## src/hw/rtl/slt_pkg.sv

```systemverilog
package slt_pkg;

    localparam int NUM_LOCKS   = 4;
    localparam int COUNT_BITS  = 32;
    localparam int IDX_W       = $clog2(NUM_LOCKS);
    localparam int IN_IDX_W    = 2;
    localparam int SESS_W      = 64;
    localparam int CMD_W       = 3;
    localparam int OUT_COUNT_W = 32;

    typedef enum logic [CMD_W-1:0] {
        CMD_ACQUIRE = 3'd0,
        CMD_RELEASE = 3'd1,
        CMD_READ    = 3'd2,
        CMD_QUERY   = 3'd3,
        CMD_CLEANUP = 3'd4
    } cmd_t;

    typedef enum logic [1:0] {
        ST_IDLE,
        ST_EXEC,
        ST_SWEEP
    } state_t;

    // table write request
    typedef struct packed {
        logic                  en;
        logic [IDX_W-1:0]      addr;
        logic                  held_we;
        logic                  held_val;
        logic                  count_inc;
        logic                  owner_we;
        logic [SESS_W-1:0]     owner;
    } tbl_wr_t;

    // table read data at the read address
    typedef struct packed {
        logic                  held;
        logic [COUNT_BITS-1:0] count;
        logic [COUNT_BITS-1:0] count_plus;
        logic [SESS_W-1:0]     owner;
    } tbl_rd_t;

    // one result item
    typedef struct packed {
        logic                   valid;
        logic                   failed;
        logic [OUT_COUNT_W-1:0] count;
        logic                   held;
    } result_t;

endpackage

```

## src/hw/rtl/slt_table.sv

```systemverilog
module slt_table (
    input  logic                      clk,
    input  logic                      rst_n,
    input  slt_pkg::tbl_wr_t          wr,
    input  logic [slt_pkg::IDX_W-1:0] rd_addr,
    output slt_pkg::tbl_rd_t          rd
);
    import slt_pkg::*;

    logic                  held_reg  [NUM_LOCKS];
    logic [COUNT_BITS-1:0] count_reg [NUM_LOCKS];
    logic [SESS_W-1:0]     owner_reg [NUM_LOCKS];

    // single read port; a counter incrementer sits on it for the acquire result
    always_comb
    begin
        rd.held       = held_reg[rd_addr];
        rd.count      = count_reg[rd_addr];
        rd.count_plus = count_reg[rd_addr] + COUNT_BITS'(1);
        rd.owner      = owner_reg[rd_addr];
    end

    always_ff @(posedge clk or negedge rst_n)
    begin
        if (!rst_n)
        begin
            for (int i = 0; i < NUM_LOCKS; i++)
            begin
                held_reg[i]  <= 1'b0;
                count_reg[i] <= '0;
                owner_reg[i] <= '0;
            end
        end
        else if (wr.en)
        begin
            if (wr.held_we)
                held_reg[wr.addr] <= wr.held_val;
            if (wr.count_inc)
                count_reg[wr.addr] <= count_reg[wr.addr] + COUNT_BITS'(1);
            if (wr.owner_we)
                owner_reg[wr.addr] <= wr.owner;
        end
    end

endmodule

```

## src/hw/rtl/slt_ctrl.sv

```systemverilog
module slt_ctrl (
    input  logic                         clk,
    input  logic                         rst_n,
    input  logic                         start,
    input  logic [slt_pkg::CMD_W-1:0]    command,
    input  logic [slt_pkg::IN_IDX_W-1:0] lock_index,
    input  logic [slt_pkg::SESS_W-1:0]   session_id,
    output logic                         busy,
    input  slt_pkg::tbl_rd_t             rd,
    output logic [slt_pkg::IDX_W-1:0]    rd_addr,
    output slt_pkg::tbl_wr_t             wr,
    output slt_pkg::result_t             res
);
    import slt_pkg::*;

    state_t             state_reg, state_next;
    cmd_t               cmd_reg, cmd_next;
    logic [IDX_W-1:0]   idx_reg, idx_next;
    logic [IDX_W-1:0]   ptr_reg, ptr_next;
    logic [SESS_W-1:0]  sess_reg, sess_next;
    logic               owner_eq;

    // the one session comparator, shared by release and the cleanup sweep
    assign owner_eq = (rd.owner == sess_reg);
    assign rd_addr  = (state_reg == ST_SWEEP) ? ptr_reg : idx_reg;
    assign busy     = (state_reg != ST_IDLE);

    always_ff @(posedge clk or negedge rst_n)
    begin
        if (!rst_n)
            state_reg <= ST_IDLE;
        else
            state_reg <= state_next;
    end

    always_ff @(posedge clk)
    begin
        cmd_reg  <= cmd_next;
        idx_reg  <= idx_next;
        ptr_reg  <= ptr_next;
        sess_reg <= sess_next;
    end

    always_comb
    begin
        state_next   = state_reg;
        cmd_next     = cmd_reg;
        idx_next     = idx_reg;
        ptr_next     = ptr_reg;
        sess_next    = sess_reg;
        wr           = '0;
        wr.addr      = rd_addr;
        wr.owner     = sess_reg;
        res          = '0;

        unique case (state_reg)
            ST_IDLE:
            begin
                if (start)
                begin
                    cmd_next  = cmd_t'(command);
                    // depth is a power of two: index modulo depth is the low bits
                    idx_next  = IDX_W'(lock_index);
                    sess_next = session_id;
                    ptr_next  = '0;
                    state_next = (cmd_t'(command) == CMD_CLEANUP) ? ST_SWEEP : ST_EXEC;
                end
            end

            ST_EXEC:
            begin
                res.valid  = 1'b1;
                state_next = ST_IDLE;
                unique case (cmd_reg)
                    CMD_ACQUIRE:
                    begin
                        res.held = 1'b1;
                        if (!rd.held)
                        begin
                            wr.en        = 1'b1;
                            wr.held_we   = 1'b1;
                            wr.held_val  = 1'b1;
                            wr.count_inc = 1'b1;
                            wr.owner_we  = 1'b1;
                            res.count    = OUT_COUNT_W'(rd.count_plus);
                        end
                        else
                        begin
                            res.failed = 1'b1;
                            res.count  = OUT_COUNT_W'(rd.count);
                        end
                    end
                    CMD_RELEASE:
                    begin
                        res.count = OUT_COUNT_W'(rd.count);
                        if (owner_eq)
                        begin
                            wr.en       = 1'b1;
                            wr.held_we  = 1'b1;
                            wr.held_val = 1'b0;
                            res.held    = 1'b0;
                        end
                        else
                        begin
                            res.failed = 1'b1;
                            res.held   = rd.held;
                        end
                    end
                    CMD_READ:
                    begin
                        res.count = OUT_COUNT_W'(rd.count);
                        res.held  = rd.held;
                    end
                    CMD_QUERY:
                        res.held = rd.held;
                    default:
                        res.held = 1'b0;    // unknown codes: all-zero result
                endcase
            end

            ST_SWEEP:
            begin
                if (owner_eq)
                begin
                    wr.en       = 1'b1;
                    wr.held_we  = 1'b1;
                    wr.held_val = 1'b0;
                end
                ptr_next = ptr_reg + IDX_W'(1);
                if (ptr_reg == IDX_W'(NUM_LOCKS - 1))
                begin
                    res.valid  = 1'b1;
                    state_next = ST_IDLE;
                end
            end

            default:
                state_next = ST_IDLE;
        endcase
    end

endmodule

```

## src/hw/rtl/session_lock_table_unit.sv

```systemverilog
// Channel  | Signals                                   | Handshake
// ---------+-------------------------------------------+-------------------------------
// request  | command, lock_index, session_id           | taken at edge with start && !busy
// result   | failed, count_value, is_held              | done high one cycle, no stall
//
// Acquire, release, read and query latch the item, then read the lock entry,
// compare owners and write back.
// Cleanup latches the item, then the sequencer walks every lock through
// the single 64-bit owner comparator, one lock per cycle.
// The result shows on done the cycle after the last work cycle; busy has
// already dropped then, so the next item can be taken in that same cycle.
// Reset clears all held flags, counters and owners (owner 0).
module session_lock_table_unit (
    input  logic                              clk,
    input  logic                              rst_n,
    input  logic                              start,
    output logic                              busy,
    input  logic [slt_pkg::CMD_W-1:0]         command,
    input  logic [slt_pkg::IN_IDX_W-1:0]      lock_index,
    input  logic [slt_pkg::SESS_W-1:0]        session_id,
    output logic                              done,
    output logic                              failed,
    output logic [slt_pkg::OUT_COUNT_W-1:0]   count_value,
    output logic                              is_held
);
    import slt_pkg::*;

    tbl_wr_t                wr;
    tbl_rd_t                rd;
    logic [IDX_W-1:0]       rd_addr;
    result_t                res;

    logic                   done_reg;
    logic                   failed_reg;
    logic [OUT_COUNT_W-1:0] count_reg;
    logic                   held_reg;

    // sequencer: latches the item, drives the shared comparator and table writes
    slt_ctrl u_ctrl (
        .clk        (clk),
        .rst_n      (rst_n),
        .start      (start),
        .command    (command),
        .lock_index (lock_index),
        .session_id (session_id),
        .busy       (busy),
        .rd         (rd),
        .rd_addr    (rd_addr),
        .wr         (wr),
        .res        (res)
    );

    // per-lock held flag, acquire counter and owner session
    slt_table u_table (
        .clk     (clk),
        .rst_n   (rst_n),
        .wr      (wr),
        .rd_addr (rd_addr),
        .rd      (rd)
    );

    // output register: result strobe is the only control bit here
    always_ff @(posedge clk or negedge rst_n)
    begin
        if (!rst_n)
            done_reg <= 1'b0;
        else
            done_reg <= res.valid;
    end

    always_ff @(posedge clk)
    begin
        if (res.valid)
        begin
            failed_reg <= res.failed;
            count_reg  <= res.count;
            held_reg   <= res.held;
        end
    end

    assign done        = done_reg;
    assign failed      = failed_reg;
    assign count_value = count_reg;
    assign is_held     = held_reg;

endmodule

```

## config.mk

```make
export PLATFORM = sky130hd
export DESIGN_NAME = session_lock_table_unit
export DESIGN_NICKNAME = d
export VERILOG_FILES = /design/src/hw/rtl/slt_pkg.sv /design/src/hw/rtl/slt_table.sv /design/src/hw/rtl/slt_ctrl.sv /design/src/hw/rtl/session_lock_table_unit.sv
export SDC_FILE = /design/constraint.sdc
export NUM_CORES = 1
export LEC_CHECK = 0
export BUFFER_PORTS_ARGS = -buffer_cell sky130_fd_sc_hd__clkbuf_2
export CAP_MARGIN = 15
export CORE_ASPECT_RATIO = 1.4
export CORE_MARGIN = 1
export CORE_UTILIZATION = 55
export DETAILED_ROUTE_END_ITERATION = 16
export GPL_ROUTABILITY_DRIVEN = 0
export GPL_TIMING_DRIVEN = 0
export PLACE_DENSITY = 0.83
export SETUP_SLACK_MARGIN = 0.1
export SLEW_MARGIN = 20
export SYNTH_ARGS = -nofsm -noshare
export SYNTH_HDL_FRONTEND = slang
export SYNTH_SLANG_ARGS = --single-unit
export TNS_END_PERCENT = 1
```

## constraint.sdc

```tcl
create_clock -name clk -period 4.05 [get_ports clk]
set_input_delay 0 -clock clk [delete_from_list [all_inputs] [get_ports clk]]
set_output_delay 0 -clock clk [all_outputs]
set_load 0.02 [all_outputs]
```

Yosys cells after proc, flatten, opt, wreduce, memory -nomap -nowiden
Cells that the tools add are included.
{ "totals": {"in_bits": 72, "regBits": 496, "output_inout_bits": 36, "word_cells": 93} }
{ "classes": {"muxes": 44, "add_sub_neg": 2, "eq_ne": 10, "bitwise_logic": 1, "n_lt_le_gt_ge": 2, "n_reduce_logical": 13} }
{ "op_table": {"columns": ["op", "n"], "rows": [
  ["bitwise mux 256 bit", 1],
  ["2-to-1 mux 64 bit", 3],
  ["binary-select mux 64 bit (select 2 bit)", 1],
  ["bitwise mux 128 bit", 1],
  ["demux 64 bit (select 2 bit)", 1],
  ["2-to-1 mux 32 bit", 4],
  ["binary-select mux 32 bit (select 2 bit)", 1],
  ["demux 32 bit (select 2 bit)", 1],
  ["== test 64 bit", 1],
  ["case mux 32 bit (2 select lines)", 1],
  ["adder 32 x 1 -> 32 bit, second input constant", 1],
  ["2-to-1 mux 2 bit", 8],
  ["case mux 2 bit (2 select lines)", 4],
  ["AND reduction 2 bit", 6],
  ["2-to-1 mux 1 bit", 9],
  ["case mux 1 bit (2 select lines)", 4],
  ["== test 3 x 2 -> 1 bit, second input constant", 2],
  ["bitwise mux 4 bit", 1],
  ["== test 2 bit, second input constant", 2],
  ["2-to-1 mux 4 bit", 1],
  ["inequality test 2 bit, second input constant", 2],
  ["nonzero test 2 bit", 2],
  ["OR reduction 2 bit", 2],
  ["== test 3 x 1 -> 1 bit, second input constant", 1],
  ["other kinds (12)", 12]
]} }

Longest topological paths before layout
{ "depth": {"ltp_word": 11, "mapped_depth": 16, "ltp_nobuf": 10} }

Cells and area by module
A second synthesis with hierarchy kept.
{ "hier_totals": {"cells_unflattened": 1705, "hier_area_um2": 23640.2} }
{ "by_module_without_submodules": {"columns": ["mod", "seq_area_each_um2", "area_each_um2", "cells_per_inst", "n_inst"], "rows": [
  ["slt_table", 9709.3, 18993.2, 1392, 1],
  ["slt_ctrl", 2182.1, 3601.0, 278, 1],
  ["session_lock_table_unit", 1046.0, 1046.0, 35, 1]
]} }

Worst setup path after synthesis
OpenSTA, ideal clock, no wires.
{ "synth_timing": {"kind": "register to register", "startpoint": "register u_ctrl.state_reg[0]", "endpoint": "register held_reg (netlist: is_held) (data pin)", "stages_incl_launch_ff": 16, "required_time_ns": 3.778, "setup_ns": 0.272, "n_path_buf": 5, "path_slack_ns": 0.734, "arrival_time_ns": 3.044, "synth_period_minus_slack_ns": 3.316, "cell_sequence": "dfrtp_1 inv_1 ha_1 buf_6 mux2i_4 buf_6 buf_12 buf_6 buf_2 mux2i_1 mux2i_1 xor2_1 nor4_1 nand4_1 nor4_4 a211oi_1"} }
{ "synth_via": {"elab_chain_cells": 9, "elab_cells_between_ends": 13, "classes_between": "eq/ne: 3; mux: 9; bitwise: 1"} }
{ "synth_rtl": {"columns": ["element", "line_no", "rtl"], "rows": [
  ["start: declaration", "slt_ctrl.sv:16", "state_t state_reg, state_next;"],
  ["start signal: assignment", "slt_ctrl.sv:33", "state_reg <= state_next;"],
  ["== test 2 bit", "slt_ctrl.sv:25", "assign rd_addr = (state_reg == ST_SWEEP) ? ptr_reg : idx_reg;"],
  ["2-to-1 mux 2 bit", "slt_ctrl.sv:25", null],
  ["NOT 2 -> 3 bit (implied by the code)", "slt_table.sv:17, slt_table.sv:20", null],
  ["binary-select mux 64 bit (select 2 bit)", "slt_table.sv:20", "rd.owner = owner_reg[rd_addr];"],
  ["2-to-1 mux 64 bit (implied by the code) (2 in series)", "slt_table.sv:20", null],
  ["== test 64 bit", "slt_ctrl.sv:24", "assign owner_eq = (rd.owner == sess_reg);"],
  ["2-to-1 mux 1 bit", "slt_ctrl.sv:96", "if (owner_eq)"],
  ["case mux 1 bit (3 select lines)", "slt_ctrl.sv:74", "unique case (cmd_reg)"],
  ["end signal: assignment", "session_lock_table_unit.sv:77", "held_reg <= res.held;"],
  ["end: declaration", "session_lock_table_unit.sv:36", "logic held_reg;"]
]} }
Several ways; a longest one is shown, not always the timed one. The select of a mux whose other input is x is not followed.
A chain may end at the register's enable or synchronous reset.

Worst setup path in the final report
{ "layout_timing": {"startpoint": "register u_ctrl.state_reg[0]", "endpoint": "register failed_reg (netlist: failed) (data pin)"} }
{ "layout_via": {"elab_chain_cells": 9, "elab_cells_between_ends": 14, "classes_between": "eq/ne: 3; mux: 10; bitwise: 1"} }
{ "layout_rtl": {"columns": ["element", "line_no", "rtl"], "rows": [
  ["== test 2 bit", "slt_ctrl.sv:25", null],
  ["2-to-1 mux 2 bit", "slt_ctrl.sv:25", null],
  ["NOT 2 -> 3 bit (implied by the code)", "slt_table.sv:17, slt_table.sv:20", null],
  ["binary-select mux 64 bit (select 2 bit)", "slt_table.sv:20", null],
  ["2-to-1 mux 64 bit (implied by the code) (2 in series)", "slt_table.sv:20", null],
  ["== test 64 bit", "slt_ctrl.sv:24", null],
  ["2-to-1 mux 1 bit", "slt_ctrl.sv:96", null],
  ["case mux 1 bit (2 select lines)", "slt_ctrl.sv:74", null],
  ["end signal: assignment", "session_lock_table_unit.sv:75", "failed_reg <= res.failed;"],
  ["end: declaration", "session_lock_table_unit.sv:34", "logic failed_reg;"]
]} }
Several ways; a longest one is shown, not always the timed one. The select of a mux whose other input is x is not followed.

==> results.txt <==
- The run finished with clean final reports.
* Number of vias per cell: ~5.9
* Final Instance Count excl. Fillers: 2,507
- Cells with a size suffix above 1 make up about 30% of the layout.
* Setup crit end kind: register
* Via count of the first global-routing pass: between 15,000 and 20,000
* Initial antenna violation count: 1
- Post-layout min period: ~4 ns
* Cell type with the largest total area after synthesis: dfrtp_1
- Number of buffers on the longest clock path: 3
- The die covers 42,110 um^2.
- Num CTS Buffers: 45
* Detailed-router iteration count before antenna repair: 6
- Data arrival at the endpoint of the critical path: roughly 4.2 ns
* Global routing usage on met2: a little under half
* Unrepaired setup endpoints after global routing: true
* Number of distinct library cells after synthesis: 56
- Mean instance size in the synthesized netlist: approximately 13 um^2
- In the routed design, unresolved DRC markers number 0.
- The share of the Yosys chip area taken by registers is between 50% and 60%.
- Yosys mapped a number of flops with a built-in enable equal to around 110.
* Die span in x: 173.7 um
* Number of buffer cells added on primary ports: approximately 110
- Number of flip-flops in the largest register: ~260
* Synth top area share: between 40% and 50%
* Slowest-stage cell, CP: buf_2
- At the pin with the least slew margin, the transition time is 0.6823 ns.
- Final critical-path share of the clock period: a little over nine tenths
- Detailed placement finished with a half-perimeter wire length of between 30,000 and 40,000 um.
- The most numerous cell type found on the critical path is buf_6.
- Clock Tree Root: clkbuf_16
- IR analysis of the VDD net gives a maximum drop of 0.4710 mV.
* Worst Clk Skew: 0.01724 ns
* Io pins: 108
* Yosys warning total: 0
- Startpoint type of the worst setup path: register
* Starting density of the core: between 50 and 60%
- Largest driver fanout on the critical path: 10
* Placed Instances: between 2,000 and 2,500
- Wire length per cell after detailed routing: ~22 um
- The worst pin sits at a relative slew slack of a little over half.
- The global routing stage identified its most utilized layer as met2.
- Global-route congestion overflow total: 0
- Global routing used 3.672% of the available met3 tracks.
* Share of flip-flops with an asynchronous set or reset after synthesis: 78.83%
- Clock sink count: between 400 and 500
- Global routing used a little under a third of the available met1 tracks.
* Data required time at the worst endpoint: roughly 4.3 ns
* Nets: 2,012
* Routed vias: about 15,000
- Type of the worst setup path: reg -> reg
- Total count of hold-check failures in the final report: 0
- In this run the remaining antenna-violating nets after routing total 0.
- Largest net degree at the start of global routing: roughly 100
- Final-report setup violation count: 0
- Cell count after synthesis: ~1,700
- The floorplan has a little under 90 rows.
- Total of flip-flops plus latches after synthesis: 496
* Pre-CTS setup slack: -0.5128 ns
* FMAX: 253.7 MHz
* Total negative setup slack: 0 ns
- In this run the power density over the cells is between 500 and 600 nW/um^2.
* Area growth, synth to finish: 17.24%
- The number of nets in the synthesized netlist is roughly 1,800.
- Top post-synthesis cells by area: dfrtp_1 (43%), edfxtp_1 (14%), mux2_2 (13%)
- Type of the worst min-delay path: in -> async
* Clock transition time at the flip-flop clock pins of the worst setup and hold paths: around 0.07 ns
- The H-tree was split into 2 levels.
* Post-layout worst setup margin: between 0.1 and 0.15 ns
- From bottom edge to top edge, the die measures 242.4 um.
- The total area inside the core boundary comes to 40,490 um^2.
* Post-synth design cell area: roughly 23,000 um^2
- Overall track demand over capacity in global routing: between 20% and 30%
- Lkg Pwr: between 10 and 15 nW
- Crit Reg-Reg Startpoint: u_ctrl.state_reg[0]$_DFFE_PN0P_
- DRC violation total after the first TritonRoute iteration: approximately 1,200
* TritonCTS clock tree: built
- Crit-path cells: inv_1 > ha_1 > buf_6 > mux2i_2 > buf_4 > buf_2 > mux2i_1 > xor2_1 > nor4_1 > nand4_1 > nor4_4 > buf_6 > a21oi_1
- Endpoint of the worst-slack reg-to-reg timing path: failed$_SDFFCE_PP0P_
* Total detailed-routing wirelength: ~56,000 um
- Maximum Capacitance Violations: 0
- The number of slew-limit violations in the final report is 0.
* First-pass GRT wire length: between 80,000 and 90,000 um
* Number of cells traversed by the worst register-to-register path: 13
* Clk Latency, worst-skew pair: about 0.58 ns
* Prevailing post-synth register cell: dfrtp_1
- Across all register-to-register paths, the minimum setup slack is around 0.11 ns.
- On the worst path, the slowest cell contributes a delay of 0.45 ns.
==> power breakdown <==
group | total, W | internal, W | leakage (nW) | switching (W)
Sequential | 0.00654 | 0.00601 | 6.36 | 0.000525
Clock | 0.00447 | 0.00256 | 0.759 | 0.00191
Combinational | 0.00268 | 0.00128 | 5.23 | 0.00139
==> Yosys cell counts (all sizes together), types with 7 or more instances <==
cell type and number:
dfrtp 391, mux2 264, mux2i 207, nand2 184
o21ai 146, edfxtp 105, xor2 79, buf 73
mux4 30, nor2 26, clkbuf 25, nor4 22
nand3 21, xnor2 17, a21oi 13, nand4 10
a31oi 9, inv 9, and2 7, nor3 7
==> layout make-up <==
| class | count | area [um^2] |
|---|---|---|
| clock buffers | 57 | 1234 |
| repair buffers | 196 | 1506 |
| well taps | 534 | 668.1 |
| flip-flops and latches | 496 | 12940 |
| multi-input cells | 1089 | 9276 |
| clock inverters | 27 | 305.3 |
| inverters | 9 | 33.78 |
| diodes | 1 | 2.502 |
| fillers | 2903 | 13870 |
| plain buffers | 98 | 656.9 |
==> per-stage QoR <==
stage               hold WS [ns]  total power (W)  area [um^2]  util [%]
floorplan                -0.2956         0.008228        22710         -
global placement          0.1768         0.008911        23910     59.04
detailed placement       0.07545         0.009096        24090     59.48
CTS                      0.02985          0.01362        26410     65.21
global route             0.08620          0.01419        26620     65.74
finish                   0.01508          0.01368        26620     65.74
==> repair_timing <==
| action | in CTS | in global routing |
|---|---|---|
| buffers inserted | 3 | 9 |
| gates resized for setup | 11 | 36 |
| endpoints found under the hold margin | 278 | 0 |
| endpoints found under the setup margin | 23 | 130 |
| hold buffers | 71 | 0 |
| pin swaps | 2 | 7 |
| cloned | 0 | 0 |
==> routing by layer <==
metal / vias to the layer above / share of wire, % / routed length (um)
met1: 7522 / 38 / 21020
met3: 167 / 5.6 / 3087
li1: 6591 / - / -
met5: - / 0 / 0
met2: 589 / 52 / 28980
met4: 0 / 4.4 / 2471
==> logic make-up after synthesis <==
| group | count (synthesis) | share of synthesized area, % |
|---|---|---|
| fa+ha+maj | 5 | 0.2755 |
| mux | 501 | 25.28 |
| flops | 496 | 56.98 |
| compound gates | 189 | 4.651 |
| simple gates | 298 | 6.409 |
| buf+inv | 107 | 2.601 |
| xor+xnor | 96 | 3.802 |
==> how the worst max path moves through the flow <==
stage                                         start  cells after the start  slack [ns]                                 to
global placement                              rst_n                      1       -5.12  u_table.count_reg[85]$_DFFE_PN0P_
CTS                 u_ctrl.state_reg[0]$_DFFE_PN0P_                     16        0.04               failed$_SDFFCE_PP0P_
floorplan           u_ctrl.state_reg[0]$_DFFE_PN0P_                     15        0.73              is_held$_SDFFCE_PP0P_
detailed placement  u_ctrl.state_reg[0]$_DFFE_PN0P_                     15       -0.51               failed$_SDFFCE_PP0P_
finish              u_ctrl.state_reg[0]$_DFFE_PN0P_                     13        0.11               failed$_SDFFCE_PP0P_
global route        u_ctrl.state_reg[0]$_DFFE_PN0P_                     13       0.003      count_value[31]$_SDFFCE_PP0P_
==> worst max-delay path: cells and delay by family, from the launching register on <==
kind | cells | cell delay (ns)
buf+inv | 5 | 1.19
simple gates | 3 | 0.90
mux | 2 | 0.71
flops | 1 | 0.40
fa+ha+maj | 1 | 0.18
xor+xnor | 1 | 0.14
compound gates | 1 | 0.11
==> placed cells by master (no fill, tap or decap), types with 4 or more instances in the layout <==
master	n
buf_8	5
buf_2	43
dfrtp_1	391
a31oi_1	9
xnor2_1	14
ha_1	5
xor2_1	77
mux4_2	28
nand2_1	184
nor2b_1	4
inv_1	9
edfxtp_1	105
buf_4	19
nor4_1	8
nand4_1	9
buf_16	5
nand3_1	18
nor2_1	24
bufinv_16	6
clkbuf_1	31
clkbuf_2	109
buf_12	6
buf_6	7
o21ai_0	107
clkinv_2	11
mux2i_1	205
and3_1	5
mux2_2	264
clkbuf_16	47
o21ai_1	39
nor4_2	9
nor4_4	5
a21oi_1	13
clkinv_1	7
dlygate4sd3_1	71
clkbuf_4	5
nand2b_1	5
and2_1	4
Note: power is estimated with default switching activity, not from simulation.
